==> src/rtl/tkps_pkg.sv <==
`default_nettype none
package tkps_pkg;
	localparam int CAPACITY  = 64;
	localparam int NODE_BITS = 20;
	localparam int SCORE_W   = 16;
	localparam int KEEP_W    = 7;
	localparam int CNT_W     = $clog2(CAPACITY + 1);

	localparam logic CMD_INSERT = 1'b0;
	localparam logic CMD_DRAIN  = 1'b1;

	typedef struct packed {
		logic signed [SCORE_W-1:0] score;
		logic [NODE_BITS-1:0]      src;
		logic [NODE_BITS-1:0]      tgt;
	} entry_t;

	// controller to datapath
	typedef struct packed {
		logic ins;
		logic pop;
	} cmd_t;

	// datapath to controller
	typedef struct packed {
		logic count_zero;
		logic out_valid;
	} status_t;
endpackage
`default_nettype wire

==> src/rtl/tkps_ctrl.sv <==
`default_nettype none
module tkps_ctrl (
	input  wire logic              clk,
	input  wire logic              arst_n,
	input  wire logic              in_valid,
	output logic                   in_ready,
	input  wire logic              command,
	input  wire logic              out_ready,
	input  wire tkps_pkg::status_t status,
	output tkps_pkg::cmd_t         cmd
);
	import tkps_pkg::*;

	typedef enum logic [1:0] {
		ST_IDLE  = 2'b01,
		ST_DRAIN = 2'b10
	} state_t;

	state_t state_q;
	state_t state_d;
	logic   in_xfer;

	assign in_ready = (state_q == ST_IDLE);
	assign in_xfer  = in_valid && in_ready;

	always_comb begin
		state_d = state_q;
		cmd     = '0;
		unique case (state_q)
			ST_IDLE: begin
				if (in_xfer) begin
					if (command == CMD_DRAIN) begin
						state_d = ST_DRAIN;
					end else begin
						cmd.ins = 1'b1;
					end
				end
			end
			ST_DRAIN: begin
				// advance one entry whenever the output register frees up
				if (status.count_zero) begin
					state_d = ST_IDLE;
				end else begin
					cmd.pop = !status.out_valid || out_ready;
				end
			end
			default: state_d = ST_IDLE;
		endcase
	end

	always_ff @(posedge clk or negedge arst_n) begin
		if (!arst_n) begin
			state_q <= ST_IDLE;
		end else begin
			state_q <= state_d;
		end
	end
endmodule
`default_nettype wire
==> config.mk <==
export PLATFORM = sky130hd
export DESIGN_NAME = tkps_ctrl
export DESIGN_NICKNAME = d
export VERILOG_FILES = /design/src/rtl/tkps_pkg.sv /design/src/rtl/tkps_ctrl.sv
export SDC_FILE = /design/constraint.sdc
export NUM_CORES = 1
export LEC_CHECK = 0
export ABC_AREA = 0
export BUFFER_PORTS_ARGS = -buffer_cell sky130_fd_sc_hd__buf_2
export CORE_AREA = 8 8 45 47
export DETAILED_ROUTE_END_ITERATION = 16
export DIE_AREA = 0 0 53 55
export PLACE_DENSITY = 0.31
export SYNTH_ARGS = -nofsm -noshare
export SYNTH_HDL_FRONTEND = slang
export SYNTH_SLANG_ARGS = --single-unit
==> constraint.sdc <==
create_clock -name clk -period 2.8 [get_ports clk]
set_input_delay 0.56 -clock clk [delete_from_list [all_inputs] [get_ports clk]]
set_output_delay 0.56 -clock clk [all_outputs]
set_load 0.01 [all_outputs]
==> key figures, run 1 <==
Timing
  – Setup TNS: 0 ns
  – Clock skew: around 0.0062 ns
  – Unrepaired setup endpoints after global routing: no
  – Max-slew violation count: 0
  – Max-slew headroom: 0.915
  – Final hold vios: 0
  – Worst slew pin tran: approximately 0.13 ns
  – Final Critical Period: around 1.9 ns
  – Fin crit share: 0.669
  – Finish-stage setup viols: 0
  – Max Fclk: between 0.5 and 0.6 GHz

Power
  – Internal Power: between 0.09 and 0.1 mW
  – Combinational share of power: 0.127
  – Sequential power share: 0.280
  – Clock group share of total power: 0.593
  – Switching power: around 0.026 mW
  – Switching Share: 0.218
  – Power, Total: 0.120 mW
  – Leakage Power: between 0.1 and 0.15 nW
  – Peak VDD IR: 0.128 mV
  – Pwr Density: between 600 and 700 nW/um^2

Outcome
  – Status: finished clean

Clock network
  – CTS tree: yes
  – H-tree depth: 1
  – Cts repair resizes: 0
  – Number of clock sinks: 2
  – Post-CTS Setup Inserts: 0
  – Num CTS Buffers: 3
  – Root buffer cell: clkbuf_4
  – Clk pin slew, worst setup/hold paths: 0.03 ns
  – CTS Hold Bufs: 0
  – Clock latency on the worst-skew pair: between 0.2 and 0.25 ns
  – Clock buffer depth: 2

Yosys
  – Synth Flop Type: dfstp_2
  – Synth top area cells: dfstp_2 24%, dfrtp_1 23%, a21oi_2 8.1%
  – Fraction of registers with async set/reset: 1.00
  – Synth top area share: 0.244
  – Syn avg cell area: around 11 um^2
  – Yosys top cell by area: dfstp_2
  – Synthesized flop and latch total: 2
  – Synth Instances: 10
  – Post-synth cell types: 10
  – Cell area after synthesis: 108 um^2
  – Post-synth EDFFs: 0
  – Sequential-to-total area share from yosys stat: 0.477
  – Syn nets: 17
  – Synth warn: 0

Placement
  – DP Area: between 150 and 200 um^2
  – Placer Congestion: around 0.65
  – # port buffers: 9
  – Cell count after placement: 35

Cells and area
  – Fin area: between 150 and 200 um^2
  – FF/Latch Area: around 51 um^2
  – Diode count: 0
  – Layout cells sized above 1: 0.652
  – Final nets: 31
  – Non-Filler Instances: 39
  – Layout fillers: approximately 160
  – Largest registers: state_q x2
  – Area of the multi-input gates: approximately 53 um^2
  – Area Overhead vs Synth: 84.9%
  – Largest Register: state_q
  – Max reg flops: 2

Hold path
  – Hold crit path type: in -> async

Floorplanning
  – Core area: 1380 um^2
  – Die area: 2920 um^2
  – Die X: ~53 um
  – Starting density of the core: 0.0778
  – Rows: 14
  – Die H: between 50 and 60 um
  – Top Ports: 10

Critical path
  – CP max stage cell: or3b_1
  – Nature of the critical path startpoint: primary input
  – Largest stage delay, worst path: between 0.4 and 0.5 ns
  – CP endpoint kind: primary output
  – Critical Path RT: 2.24 ns
  – Most Frequent Cell on Critical Path: buf_2
  – Kind of critical path: in -> out
  – Crit-path cells: buf_2 > or3b_1 > a21oi_2 > buf_2
  – Worst EP arrival: ~1.3 ns
  – Worst Path Buf+Inv: 2
  – Critical path fanouts, max: 3
  – Crit-path leading delay family: simple AND/OR/NAND/NOR gates

Detailed routing
  – Via count: around 120
  – Iteration-0 DRC Markers: 0
  – Routed Antenna Nets: 0
  – Drt wl/cell: 8.54 um
  – Drt total wl: about 330 um
  – Drt drc: 0
  – Vias/cell: just over 3
  – DRT Pass-1 Iters: 1

GRT
  – Initial antenna violation count: 0
  – Total GRT Usage: 0.0279
  – First-pass GRT wire length: 510 um
  – Total gr overflow: 0
  – Largest net degree at the start of global routing: 5
  – Vias in the first global route: about 150

Run
  – Max-cap violation count: 0
cell usage in the layout (no fill, tap or decap), drive strengths merged:
| cell | instances |
|---|---|
| dfstp | 1 |
| buf | 9 |
| nand3 | 1 |
| or3b | 1 |
| and2b | 1 |
| and3b | 1 |
| o21ai | 1 |
| clkbuf | 4 |
| a21oi | 1 |
| dfrtp | 1 |
| o21a | 1 |
| inv | 1 |
power groups by stage:
stage          logic (mW)  clock network, mW  registers, mW
2_1_floorplan     0.00752                  0         0.0336
5_1_grt            0.0174             0.0749         0.0341
4_1_cts            0.0157             0.0753         0.0337
6_report           0.0153             0.0712         0.0336
3_5_place_dp       0.0156                  0         0.0340
3_3_place_gp       0.0153                  0         0.0338
path summary, 6_finish.rpt:
kind / slack [ns] / to / cells past startpoint / start
max: 0.93 / cmd[0] / 4 / status[1]
max reg2reg: 1.81 / state_q[0] / 2 / state_q[0]
min in group clk: 0.50 / state_q[1] / 1 / state_q[1]
min reg2reg: 0.50 / state_q[1] / 1 / state_q[1]
max in group asynchronous: 2.50 / state_q[0] / 1 / arst_n
min: 0.11 / state_q[1] / 1 / arst_n
worst register-to-register path, delay by kind of cell (launching register included):
kind            cells  cell delay [ns]
simple gates        1             0.43
flops               1             0.36
compound gates      1             0.13
kinds of logic (layout without fill, tap and decap cells):
kind of cell	after synthesis	count (layout)	synth area share
AND/OR/NAND/NOR	4	4	0.291
AO/OA/AOI/OAI	3	3	0.198
flip-flops	2	2	0.477
buffers and inverters	1	14	0.0349
layout make-up:
cell class                      count  area share
Multi-Input combinational cell      7       0.264
Sequential cell                     2       0.258
Timing Repair Buffer                9       0.226
Clock buffer                        4       0.132
Tap cell                           16       0.101
Inverter                            1      0.0189
per-stage QoR:
| step | utilization | setup slack, ns | hold slack (ns) |
|---|---|---|---|
| floorplan | - | 1.14 | 0.264 |
| global route | 0.144 | 0.886 | 0.108 |
| global placement | 0.125 | 0.936 | 0.347 |
| finish | 0.144 | 0.928 | 0.109 |
| detailed placement | 0.125 | 0.931 | 0.346 |
| CTS | 0.144 | 0.923 | 0.0992 |
routing by layer:
layer,routed length [um],part of all wire,global-route usage,vias to the layer above
li1,-,-,-,61
met4,0,0,0.0388,0
met1,146,0.44,0.0244,48
met5,0,0,0,-
met2,104,0.31,0.0254,10
met3,83,0.25,0.0348,0
Note: power is estimated with default switching activity, not from simulation.
==> inputs of run 2 (changes only) <==
- ABC_AREA: 0 -> 1
- PLACE_DENSITY: 0.31 -> 0.32
- clock period: 2.8 -> 1.88 ns (I/O delays scaled with it)
==> key figures, run 2 <==
Detailed routing
  – Drt drc: 0 (unchanged)
  – Drt total wl: 360 um (was 333 um)
  – Iteration-0 DRC Markers: 0 (unchanged)
  – Drt wl/cell: 7.50 um (was 8.54 um)
  – Via count: 154 (was 119)
  – DRT Pass-1 Iters: 1 (unchanged)
  – Vias/cell: 3.21 (was 3.05)
  – Routed Antenna Nets: 0 (unchanged)

Critical path
  – Critical path fanouts, max: 4 (was 3)
  – CP max stage cell: dfstp_2 (was or3b_1)
  – Nature of the critical path startpoint: register (was primary input)
  – Worst Path Buf+Inv: 1 (was 2)
  – CP endpoint kind: primary output (unchanged)
  – Kind of critical path: reg -> out (was in -> out)
  – Crit-path cells: nand2_2 > nor3_2 > buf_2 (was buf_2 > or3b_1 > a21oi_2 > buf_2)
  – Worst EP arrival: 1.08 ns (was 1.31 ns)
  – Critical Path RT: 1.50 ns (was 2.24 ns)
  – Crit-path leading delay family: flip-flops (was simple AND/OR/NAND/NOR gates)
  – Largest stage delay, worst path: 0.52 ns (was 0.41 ns)

Yosys
  – Syn avg cell area: 7.23 um^2 (was 10.8 um^2)
  – Synth top cells by count: 5 x inv_1, 3 x nor2_1, 2 x nand2_1, 2 x nor2_2
  – Synth top area cells: dfstp_2 20%, dfrtp_1 19%, inv_1 14% (was dfstp_2 24%, dfrtp_1 23%, a21oi_2 8.1%)
  – Synth Instances: 18 (was 10)
  – Synth top area share: 0.202 (was 0.244)
  – Syn nets: 25 (was 17)
  – Synth Flop Type: dfstp_2 (unchanged)
  – Synth warn: 0 (unchanged)
  – Yosys top cell by area: dfstp_2 (unchanged)
  – Post-synth cell types: 10 (unchanged)
  – Top-count cell post-synth: inv_1
  – Cell area after synthesis: 130 um^2 (was 108 um^2)
  – Synthesized flop and latch total: 2 (unchanged)
  – Post-synth EDFFs: 0 (unchanged)
  – Fraction of registers with async set/reset: 1.00 (unchanged)
  – Sequential-to-total area share from yosys stat: 0.394 (was 0.477)

Clock network
  – Clk pin slew, worst setup/hold paths: 0.03 ns (about the same)
  – Number of clock sinks: 2 (unchanged)
  – Clock latency on the worst-skew pair: 0.23 ns (about the same)
  – Post-CTS Setup Inserts: 0 (unchanged)
  – Root buffer cell: clkbuf_4 (unchanged)
  – Num CTS Buffers: 3 (unchanged)
  – H-tree depth: 1 (unchanged)
  – Clock buffer depth: 2 (unchanged)
  – CTS tree: yes (unchanged)
  – Cts repair resizes: 0 (unchanged)

Hold path
  – Hold crit path type: in -> reg (was in -> async)

Timing
  – Max Fclk: 0.688 GHz
  – Clock skew: 0.00711 ns (was 0.00622 ns)
  – Fin crit share: 0.773
  – Finish-stage setup viols: 0 (unchanged)
  – Max-slew headroom: 0.907 (was 0.915)
  – Final hold vios: 0 (unchanged)
  – Max-slew violation count: 0 (unchanged)
  – Worst slew pin tran: 0.138 ns (was 0.127 ns)
  – Setup TNS: 0 ns (unchanged)
  – Unrepaired setup endpoints after global routing: no (unchanged)
  – Final Critical Period: around 1.5 ns
  – Setup WS post-layout: 0.427 ns (was 0.928 ns)

Floorplanning
  – Rows: 14 (unchanged)
  – Die area: 2920 um^2 (unchanged)
  – Top Ports: 10 (unchanged)
  – Core area: 1380 um^2 (unchanged)
  – Die H: 55 um (unchanged)
  – Die X: 53 um (unchanged)
  – Starting density of the core: 0.0940 (was 0.0778)

GRT
  – Vias in the first global route: 164 (was 147)
  – Largest net degree at the start of global routing: 5 (unchanged)
  – First-pass GRT wire length: 614 um (was 510 um)
  – Total gr overflow: 0 (unchanged)
  – Initial antenna violation count: 0 (unchanged)
  – Total GRT Usage: 0.0355 (was 0.0279)

Cells and area
  – Commonest non-fill, non-tap cell in the layout: buf_2 (unchanged)
  – Largest registers: state_q x2 (unchanged)
  – Max reg flops: 2 (unchanged)
  – Most frequent cells in the layout: 9 x buf_2, 5 x inv_1, 3 x nor2_1, 3 x clkbuf_4 (was 9 x buf_2, 3 x clkbuf_4)
  – Layout cells sized above 1: 0.531 (was 0.652)
  – Layout fillers: 158 (was 161)
  – Area Overhead vs Synth: 77.9% (was 84.9%)
  – Final nets: 40 (was 31)
  – Largest Register: state_q (unchanged)
  – Diode count: 0 (unchanged)

Placement
  – Placer Congestion: 0.596 (was 0.650)
  – Placement Setup Slack: 0.628 ns (was 0.931 ns)
  – # port buffers: 9 (unchanged)

Power
  – Peak VDD IR: 0.116 mV (was 0.128 mV)
  – Pwr Density: 822 nW/um^2 (was 603 nW/um^2)
  – Leakage Power: 0.129 nW (was 0.100 nW)

Run
  – Max-cap violation count: 0 (unchanged)

Outcome
  – Status: finished clean (unchanged)
-- run 2: area by class of cell --
class                      count  area, um^2  share of cell area
clock buffer                   4        26.3               0.114
inverter                       5        18.8              0.0811
multi-input combinational     11        60.1               0.259
sequential                     2        51.3               0.222
tap                           16        20.0              0.0865
timing repair buffer          10        55.1               0.238
-- run 2: timing repair --
| action | CTS | global route |
|---|---|---|
| endpoints found under the hold margin | 1 | 0 |
| hold buffers | 1 | 0 |
| endpoints found under the setup margin | 0 | 0 |
-- run 2: report_power, final --
group / switching, mW / internal (mW) / leakage, nW
registers: 0.00207 / 0.0479 / 0.0237
clock network: 0.0301 / 0.0792 / 0.0150
logic: 0.0166 / 0.0144 / 0.0900
total: 0.0489 / 0.141 / 0.129
-- run 2: metal layers --
| layer | vias to the layer above | wire length [um] | global-route usage |
|---|---|---|---|
| li1 | 80 | - | - |
| met1 | 58 | 163 | 0.0334 |
| met3 | 4 | 89 | 0.0348 |
| met4 | 0 | 23 | 0.0647 |
| met2 | 12 | 85 | 0.0293 |
| met5 | - | 0 | 0 |
-- run 2: logic make-up (layout without fill, tap and decap cells) --
| logic type | Yosys count | after routing | synth area share |
|---|---|---|---|
| buf+inv | 5 | 19 | 0.144 |
| flops | 2 | 2 | 0.394 |
| simple gates | 10 | 10 | 0.423 |
| compound gates | 1 | 1 | 0.0384 |
-- run 2: final timing paths --
check	to	start	depth (start not counted)	slack (ns)
min reg2reg	state_q[1]	state_q[0]	2	0.57
max	cmd[1]	state_q[0]	3	0.43
min in group asynchronous	state_q[1]	arst_n	2	0.46
min	state_q[0]	status[1]	3	0.41
max reg2reg	state_q[1]	state_q[0]	3	1.04
max in group asynchronous	state_q[0]	arst_n	2	1.23
-- run 2: worst register-to-register path, delay by kind of cell, from the launching register on --
kind	cells	cell delay [ns]
buffers and inverters	1	0.05
and+or+nand+nor	1	0.10
DFF	1	0.52
AOI/OAI and AO/OA	1	0.07
-- run 2: metrics by stage --
stage	hold slack [ns]	area, um^2	total power, mW	utilization	std cells
finish	0.405	231	0.190	0.167	48
global route	0.415	231	0.203	0.167	48
CTS	0.400	231	0.198	0.167	48
detailed placement	0.166	195	0.0806	0.141	43
global placement	0.168	195	0.0812	0.141	43
floorplan	0.0804	130	0.0667	-	18
==> inputs of run 3 (changes only) <==
- PLACE_DENSITY: 0.32 -> 0.33
- clock period: 1.88 -> 1.2 ns (I/O delays scaled with it)
==> key figures, run 3 (synthesis gave the netlist of run 2 again) <==
Timing
  – Fin Hold WS: 0.281 ns (was 0.405 ns)
  – Clock skew: 0.00398 ns (was 0.00711 ns)
  – Max Fclk: ~0.75 GHz
  – Setup WS post-layout: -0.137 ns (was 0.427 ns)
  – Finish-stage setup viols: 3 (was 0)
  – Final Critical Period: around 1.3 ns
  – Setup TNS: -0.257 ns (was 0 ns)
  – Max-slew headroom: 0.926 (was 0.907)
  – Worst slew pin tran: 0.111 ns (was 0.138 ns)
  – Max-slew violation count: 0 (unchanged)
  – Unrepaired setup endpoints after global routing: yes (was no)
  – Fin crit share: 1.11
  – Final hold vios: 0 (unchanged)

Detailed routing
  – Iteration-0 DRC Markers: 1 (was 0)
  – Via count: 175 (was 154)
  – Drt drc: 0 (unchanged)
  – Drt wl/cell: 8.23 um (was 7.50 um)
  – DRT Pass-1 Iters: 2 (was 1)
  – Vias/cell: 3.30 (was 3.21)
  – Routed Antenna Nets: 0 (unchanged)
  – Drt total wl: 436 um (was 360 um)

Floorplanning
  – Die area: 2920 um^2 (unchanged)
  – Die X: 53 um (unchanged)
  – Top Ports: 10 (unchanged)
  – Rows: 14 (unchanged)
  – Starting density of the core: 0.0940 (unchanged)
  – Core area: 1380 um^2 (unchanged)
  – Die H: 55 um (unchanged)

Placement
  – Cell count after placement: 43 (unchanged)
  – Placement Setup Slack: 0.113 ns (was 0.628 ns)
  – # port buffers: 9 (unchanged)
  – Hpwl dp: between 200 and 300 um
  – DP Area: 195 um^2 (unchanged)
  – Placer Congestion: 0.614 (was 0.596)

Clock network
  – Clock buffer depth: 2 (unchanged)
  – Root buffer cell: clkbuf_4 (unchanged)
  – Num CTS Buffers: 3 (unchanged)
  – Clk pin slew, worst setup/hold paths: 0.03 ns (about the same)
  – H-tree depth: 1 (unchanged)
  – Clock latency on the worst-skew pair: 0.23 ns (about the same)
  – Number of clock sinks: 2 (unchanged)
  – CTS tree: yes (unchanged)

Critical path
  – Worst Path Buf+Inv: 2 (was 1)
  – Critical path fanouts, max: 2 (was 4)
  – Crit-path cells: inv_2 > nand3b_1 > nor2_1 > buf_2 (was nand2_2 > nor3_2 > buf_2)
  – Largest stage delay, worst path: 0.55 ns (was 0.52 ns)
  – CP max stage cell: dfstp_2 (unchanged)
  – Crit-path leading delay family: flip-flops (unchanged)
  – Kind of critical path: reg -> out (unchanged)
  – Worst EP arrival: 1.10 ns (was 1.08 ns)
  – CP endpoint kind: primary output (unchanged)
  – Reg2reg end: state_q[1] (unchanged)
  – Nature of the critical path startpoint: register (unchanged)
  – R2R Setup Slk: 0.08 ns (was 1.04 ns)
  – Reg2reg start: state_q[0] (unchanged)
  – Critical Path RT: 0.96 ns (was 1.50 ns)
  – Reg2reg path depth: 6 (was 3)

GRT
  – First-pass GRT wire length: 759 um (was 614 um)
  – Total GRT Usage: 0.0432 (was 0.0355)
  – Total gr overflow: 0 (unchanged)
  – Largest net degree at the start of global routing: 4 (was 5)
  – Initial antenna violation count: 0 (unchanged)
  – Vias in the first global route: 186 (was 164)

Hold path
  – Hold crit path type: in -> reg (unchanged)
  – Hold Path End: state_q[0] (unchanged)
  – Hold depth: 3 (unchanged)
  – Worst Hold Launch: status[1] (unchanged)

Cells and area
  – Non-Filler Instances: 53 (was 48)
  – Largest registers: state_q x2 (unchanged)
  – Commonest non-fill, non-tap cell in the layout: buf_2 (unchanged)
  – Final Util: 0.211 (was 0.167)
  – Final nets: 45 (was 40)
  – Diode count: 0 (unchanged)
  – Fin area: 292 um^2 (was 231 um^2)
  – Layout cells sized above 1: 0.676 (was 0.531)
  – Area Overhead vs Synth: 124% (was 77.9%)
  – Max reg flops: 2 (unchanged)
  – Largest Register: state_q (unchanged)

Power
  – Power, Total: 0.322 mW (was 0.190 mW)
  – Peak VDD IR: 0.201 mV (was 0.116 mV)
  – Leakage Power: 0.158 nW (was 0.129 nW)
  – Pwr Density: 1110 nW/um^2 (was 822 nW/um^2)

Outcome
  – Failing checks: negative setup slack
  – Status: finished, violations left (was finished clean)

Run
  – Max-cap violation count: 0 (unchanged)
==> run 3: cell count changes in the layout (fill, tap and decap cells not counted) <==
cell,before,now
inv_2,0,2
o21ai_1,1,0
buf_4,0,3
buf_6,0,3
buf_2,9,8
nand2_2,1,0
nand2_4,0,1
o21ai_2,0,1
inv_1,5,3
==> run 3: worst max path at each step <==
stage	cells past startpoint	from	end	slack [ns]
global placement	3	state_q[0]	cmd[1]	0.11
global route	4	state_q[0]	cmd[0]	-0.19
CTS	4	state_q[0]	cmd[0]	-0.13
finish	4	state_q[0]	cmd[0]	-0.14
detailed placement	3	state_q[0]	cmd[1]	0.11
floorplan	2	state_q[0]	cmd[1]	0.20
==> run 3: worst reg2reg max path, stage by stage (launching register included) <==
cell and delay, ns:
dfstp_2 0.55, inv_2 0.05, nand3b_1 0.10, buf_4 0.12, buf_6 0.08, buf_6 0.08
o21ai_2 0.04
==> run 3: metal layers <==
layer / part of all wire / wire length, um / up-vias / track usage
met2: 0.47 / 207 / 8 / 0.0508
li1: - / - / 90 / -
met1: 0.29 / 128 / 75 / 0.0334
met3: 0.19 / 84 / 2 / 0.0508
met5: 0 / 0 / - / 0
met4: 0.037 / 16 / 0 / 0.0517
==> run 3: layout make-up <==
type	count	area (um^2)
Clock buffer	4	26.3
Fill cell	156	1090
Tap cell	16	20.0
Inverter	5	18.8
Multi-Input combinational cell	11	68.8
Sequential cell	2	51.3
Timing Repair Buffer	15	106
==> run 3: repair_timing <==
action / CTS / global route
setup buffers: 6 / 1
setup endpoints to repair: 3 / 4
cloned: 0 / 0
hold buffers: 1 / 0
pin swaps: 1 / 0
resized for setup: 9 / 0
endpoints found under the hold margin: 2 / 0
==> run 3: power breakdown <==
| part | internal, mW | switching, mW |
|---|---|---|
| sequential | 0.0752 | 0.00531 |
| combinational | 0.0404 | 0.0328 |
| clock | 0.124 | 0.0445 |
